$ cat config.mk
export PLATFORM = sky130hd
export DESIGN_NAME = ktmp_cell
export DESIGN_NICKNAME = d
export VERILOG_FILES = /design/src/design/ktmp_pkg.sv /design/src/design/ktmp_cell.sv
export SDC_FILE = /design/constraint.sdc
export NUM_CORES = 1
export LEC_CHECK = 0
export ABC_AREA = 1
export BUFFER_PORTS_ARGS = -buffer_cell sky130_fd_sc_hd__clkbuf_2
export CORE_MARGIN = 5
export CORE_UTILIZATION = 45
export CTS_CLUSTER_DIAMETER = 100
export DETAILED_ROUTE_END_ITERATION = 10
export PLACE_DENSITY = 0.66
export SYNTH_ARGS = -nofsm -noshare
export SYNTH_HDL_FRONTEND = slang
export SYNTH_SLANG_ARGS = --single-unit
$ cat constraint.sdc
create_clock -name clk -period 11.1 [get_ports clk]
set_clock_uncertainty 0.15 [all_clocks]
set_input_delay 2.22 -clock clk [delete_from_list [all_inputs] [get_ports clk]]
set_output_delay 2.22 -clock clk [all_outputs]
set_load 0.1 [all_outputs]
$ cat src/design/ktmp_pkg.sv
package ktmp_pkg;

  // Result field and its saturation limit
  localparam int PROFIT_W = 20;
  localparam int OUT_DATA_W = 24;
  localparam logic [PROFIT_W-1:0] PROFIT_MAX = 20'hFFFFF;

  // Register map
  localparam int CFG_ADDR_W = 3;
  localparam logic [CFG_ADDR_W-1:0] ADDR_NUM_TRANSACTIONS = 3'd0;
  localparam int NUM_TRANS_W = 5;
  localparam logic [NUM_TRANS_W-1:0] NUM_TRANS_RESET = 5'd1;

  // Control that travels with each request down the cell chain
  typedef struct packed {
    logic valid;
    logic first;
    logic last;
  } cell_ctrl_t;

endpackage

$ cat src/design/ktmp_cell.sv
module ktmp_cell import ktmp_pkg::*; #(
  parameter int PRICE_BITS = 16,
  parameter int BAL_W = 22,
  parameter int K_W = 5,
  parameter int INDEX = 0
) (
  input  logic                    clk,
  input  logic                    rst,
  input  logic                    advance,
  input  logic [K_W-1:0]          k_sel,
  input  cell_ctrl_t              in_ctrl,
  input  logic [PRICE_BITS-1:0]   in_price,
  input  logic signed [BAL_W-1:0] in_sold,
  input  logic signed [BAL_W-1:0] in_result,
  output cell_ctrl_t              out_ctrl,
  output logic [PRICE_BITS-1:0]   out_price,
  output logic signed [BAL_W-1:0] out_sold,
  output logic signed [BAL_W-1:0] out_result
);

  localparam logic [K_W-1:0] MY_K = K_W'(INDEX + 1);

  logic signed [BAL_W-1:0] hold;
  logic signed [BAL_W-1:0] sold;
  logic signed [BAL_W-1:0] hold_next;
  logic signed [BAL_W-1:0] sold_next;
  logic signed [BAL_W-1:0] p_ext;
  logic signed [BAL_W-1:0] buy_val;
  logic signed [BAL_W-1:0] sell_val;

  assign p_ext = signed'({{(BAL_W-PRICE_BITS){1'b0}}, in_price});
  // in_sold is the sold balance of the cell below, already updated for this price
  assign buy_val = in_sold - p_ext;

  always_comb begin
    if (in_ctrl.first) begin
      hold_next = -p_ext;
    end else if (buy_val > hold) begin
      hold_next = buy_val;
    end else begin
      hold_next = hold;
    end
  end

  assign sell_val = hold_next + p_ext;

  always_comb begin
    if (in_ctrl.first) begin
      sold_next = '0;
    end else if (sell_val > sold) begin
      sold_next = sell_val;
    end else begin
      sold_next = sold;
    end
  end

  always_ff @(posedge clk) begin
    if (advance && in_ctrl.valid) begin
      hold <= hold_next;
      sold <= sold_next;
    end
  end

  always_ff @(posedge clk) begin
    if (rst) begin
      out_ctrl.valid <= 1'b0;
    end else if (advance) begin
      out_ctrl.valid <= in_ctrl.valid;
    end
    if (advance) begin
      out_ctrl.first <= in_ctrl.first;
      out_ctrl.last  <= in_ctrl.last;
      out_price      <= in_price;
      out_sold       <= sold_next;
      out_result     <= (k_sel == MY_K) ? sold_next : in_result;
    end
  end

endmodule

==> results.json <==
{
  "fillers": 1681,
  "cts_sinks": 107,
  "n_antenna_cell": 0,
  "status": "finished, final reports clean",
  "cts_tree": "yes",
  "worstHoldEndpoint": "out_ctrl[2]$_SDFFE_PP0P_",
  "ant_nets": 0,
  "cp.arrival_ns": 10.22,
  "worstSetupStartpoint": "in_price[0]",
  "syn_nets": 1139,
  "drc": 0,
  "synth_warnings": 0,
  "slew_violations": 0,
  "core_um2": 17360,
  "ioPinCount": 134,
  "worstHoldStart": "out_ctrl[2]$_SDFFE_PP0P_",
  "fmax_mhz": 98.57,
  "rrSetupSlack_ns": 4.22,
  "cp_common_cell": "nand2_1",
  "crit_path_top_delay_cell": "a211oi_1",
  "crit_fanout": 33,
  "required_ns": 11.18,
  "rr_endpoint": "out_result[15]$_DFFE_PP_",
  "antenna_found_initial": 0,
  "ys.flop_type": "edfxtp_1",
  "drtIter0Drc": 293,
  "numCtsBuffers": 9,
  "final_cell_area_um2": 9128,
  "dieArea_um2": 20450,
  "dr_total_vias": 6711,
  "die_h_um": 143.0,
  "insertion_delay_ns": 0.36,
  "hold_path_class": "flop to flop",
  "grt_overflow": 0,
  "syn_inst": 987,
  "place_area_um2": 8860,
  "synthArstFlopShare": 0,
  "power.density_nw_per_um2": 167.0,
  "drive_above_1_share": 0.1693,
  "ys_seq_elements": 107,
  "fin_nets": 1269,
  "grt_pass1_wl_um": 31740,
  "synth_top_area_share": 0.3997,
  "endpoint_kind": "flop",
  "start_util": 0.4588,
  "wl_met3_um": 1120,
  "post_cts_buffers": 0,
  "dpl.hpwl_um": 15410,
  "slowest_delay_ns": 0.42,
  "slew_headroom": 0.3631,
  "setup_viol": 0,
  "synth-seq-area-share": 0.4023,
  "tightest_slew_ns": 0.9430,
  "period_needed_ns": 10.14,
  "highest_layer": "met4",
  "final_cells": 1347,
  "grt_max_degree": 65,
  "synthDistinctLibCells": 52,
  "grt_pass1_vias": 6463,
  "rsz0062_at_grt": "false",
  "crit_type": "input pin to flop",
  "routed_via_density": 4.982,
  "holdPathStages": 2,
  "synth_edf_count": 106,
  "htree_num_levels": 3,
  "dr_wl_met2_um": 8579,
  "grt.total_usage": 0.1945,
  "dp_cells": 1331,
  "post_cts_resized": 0,
  "drt-met1-wl_um": 9461,
  "clock_path_buffers": 2,
  "rows": 48,
  "gp_congestion": 0.9370,
  "cts.hold.buffers_added": 0,
  "syn_area_per_cell_um2": 8.068,
  "first_pass_iters": 4,
  "r2r_start": "hold[5]$_DFFE_PP_",
  "drv_cap": 0,
  "hold_violations": 0,
  "utilization": 0.5259,
  "p_leak_nw": 4.542,
  "tns_ns": 0,
  "cts_root_buf": "clkbuf_16",
  "synth_area_um2": 7963,
  "finalCritPeriodShare": 0.9140,
  "finalWirelength_um": 19570,
  "synth_area_leaders": "edfxtp_1 40%, nand2_1 13%, ha_1 12%",
  "die_w_um": 143.0,
  "clk_pin_slew_worst_paths_ns": 0.07,
  "io_buffers": 133,
  "crit_path_start_kind": "input pin",
  "synth_top_cell_by_area": "edfxtp_1",
  "vdd_drop_max_mv": 0.1084,
  "reg2reg_depth": 38,
  "hold_ws_ns": 0.3144,
  "routedWlPerCell_um": 14.53,
  "syn_to_final_growth_pct": 14.63
}
[Yosys cell counts (all sizes together) (3+ instances only)]
master,count
nand2,279
o22ai,3
o21ai,49
a21o,3
o21bai,4
nor3,9
edfxtp,106
a21oi,69
nand3b,4
xnor2,7
a211oi,13
inv,164
ha,79
nand4,18
a21boi,3
buf,7
xor2,21
clkbuf,12
nor2,70
nand3,47
[per-stage QoR]
step | total power [mW] | setup WS, ns
after floorplan | 1.086 | 2.226
after global placement | 1.227 | 0.8052
after detailed placement | 1.233 | 0.7027
after CTS | 1.533 | 1.041
after global routing | 1.629 | 0.1774
final | 1.525 | 0.9551
[logic make-up (layout without fill, tap and decap cells)]
family / Yosys count / after routing / synth area share
simple gates: 434 / 434 / 0.2401
buf+inv: 183 / 318 / 0.08831
compound gates: 154 / 154 / 0.1094
flops: 107 / 107 / 0.4023
fa+ha+maj: 81 / 81 / 0.1292
xor+xnor: 28 / 28 / 0.03080
[flip-flops by register name, summed over array words and instances, names as in the netlist]
register / flops
out_ctrl: 3
out_price: 16
out_sold: 22
out_result: 22
hold: 22
sold: 22
[layout by cell type, fill, tap and decap left out, types with 2 or more instances in the layout]
| cell type | count |
|---|---|
| nand2_1 | 266 |
| inv_1 | 158 |
| clkbuf_2 | 132 |
| edfxtp_1 | 106 |
| ha_1 | 79 |
| a21oi_1 | 68 |
| nor2_1 | 63 |
| o21ai_0 | 44 |
| nand3_1 | 42 |
| xor2_1 | 21 |
| nand4_1 | 17 |
| a211oi_1 | 12 |
| nand2_2 | 10 |
| clkbuf_16 | 9 |
| xnor2_1 | 7 |
| nor3_1 | 6 |
| inv_2 | 6 |
| buf_4 | 5 |
| o21bai_1 | 4 |
| nand3b_1 | 4 |
| o21ai_1 | 4 |
| nor2_2 | 4 |
| nand3_2 | 4 |
| clkinv_1 | 4 |
| a21o_1 | 3 |
| nor2_4 | 3 |
| nor3_2 | 3 |
| nand2_4 | 3 |
| o22ai_1 | 3 |
| nor4_1 | 2 |
| a21boi_0 | 2 |
| a31oi_1 | 2 |
| o31ai_1 | 2 |
| o211ai_1 | 2 |
| fa_1 | 2 |
[how the worst max path moves through the flow]
stage	to	cells past startpoint
6_report	out_result[15]$_DFFE_PP_	51
5_1_grt	out_result[15]$_DFFE_PP_	51
4_1_cts	out_result[15]$_DFFE_PP_	51
3_5_place_dp	out_result[15]$_DFFE_PP_	51
3_3_place_gp	out_result[15]$_DFFE_PP_	51
2_1_floorplan	out_result[18]$_DFFE_PP_	52
[report_power, final]
part | switching, mW | internal [mW] | total, mW | leakage [nW]
sequential | 0.0111 | 0.508 | 0.519 | 1.04
clock | 0.145 | 0.152 | 0.297 | 0.128
combinational | 0.524 | 0.185 | 0.709 | 3.37
[layout make-up]
| type | instances | area [um^2] | area share |
|---|---|---|---|
| multi-input cells | 697 | 4056 | 0.4444 |
| well taps | 225 | 281.5 | 0.03084 |
| repair buffers | 138 | 703.2 | 0.07704 |
| clock buffers | 9 | 225.2 | 0.02467 |
| flip-flops and latches | 107 | 3203 | 0.3509 |
| clock inverters | 7 | 42.54 | 0.004661 |
| inverters | 164 | 615.6 | 0.06744 |
[layer usage]
layer  up-vias  GRT usage
met3        26    0.03483
met2       178     0.3056
met5         -          0
met4         0    0.06603
met1      2972     0.2721
li1       3535          -
[worst max-delay path: cells and delay by family]
family,cells,cell delay [ns]
adders and majority gates,5,1.60
buffers and inverters,7,1.12
AOI/OAI and AO/OA,7,1.52
and+or+nand+nor,30,3.44
xor gates and xnor gates,2,0.32
Power figures use the tool's default switching activity.
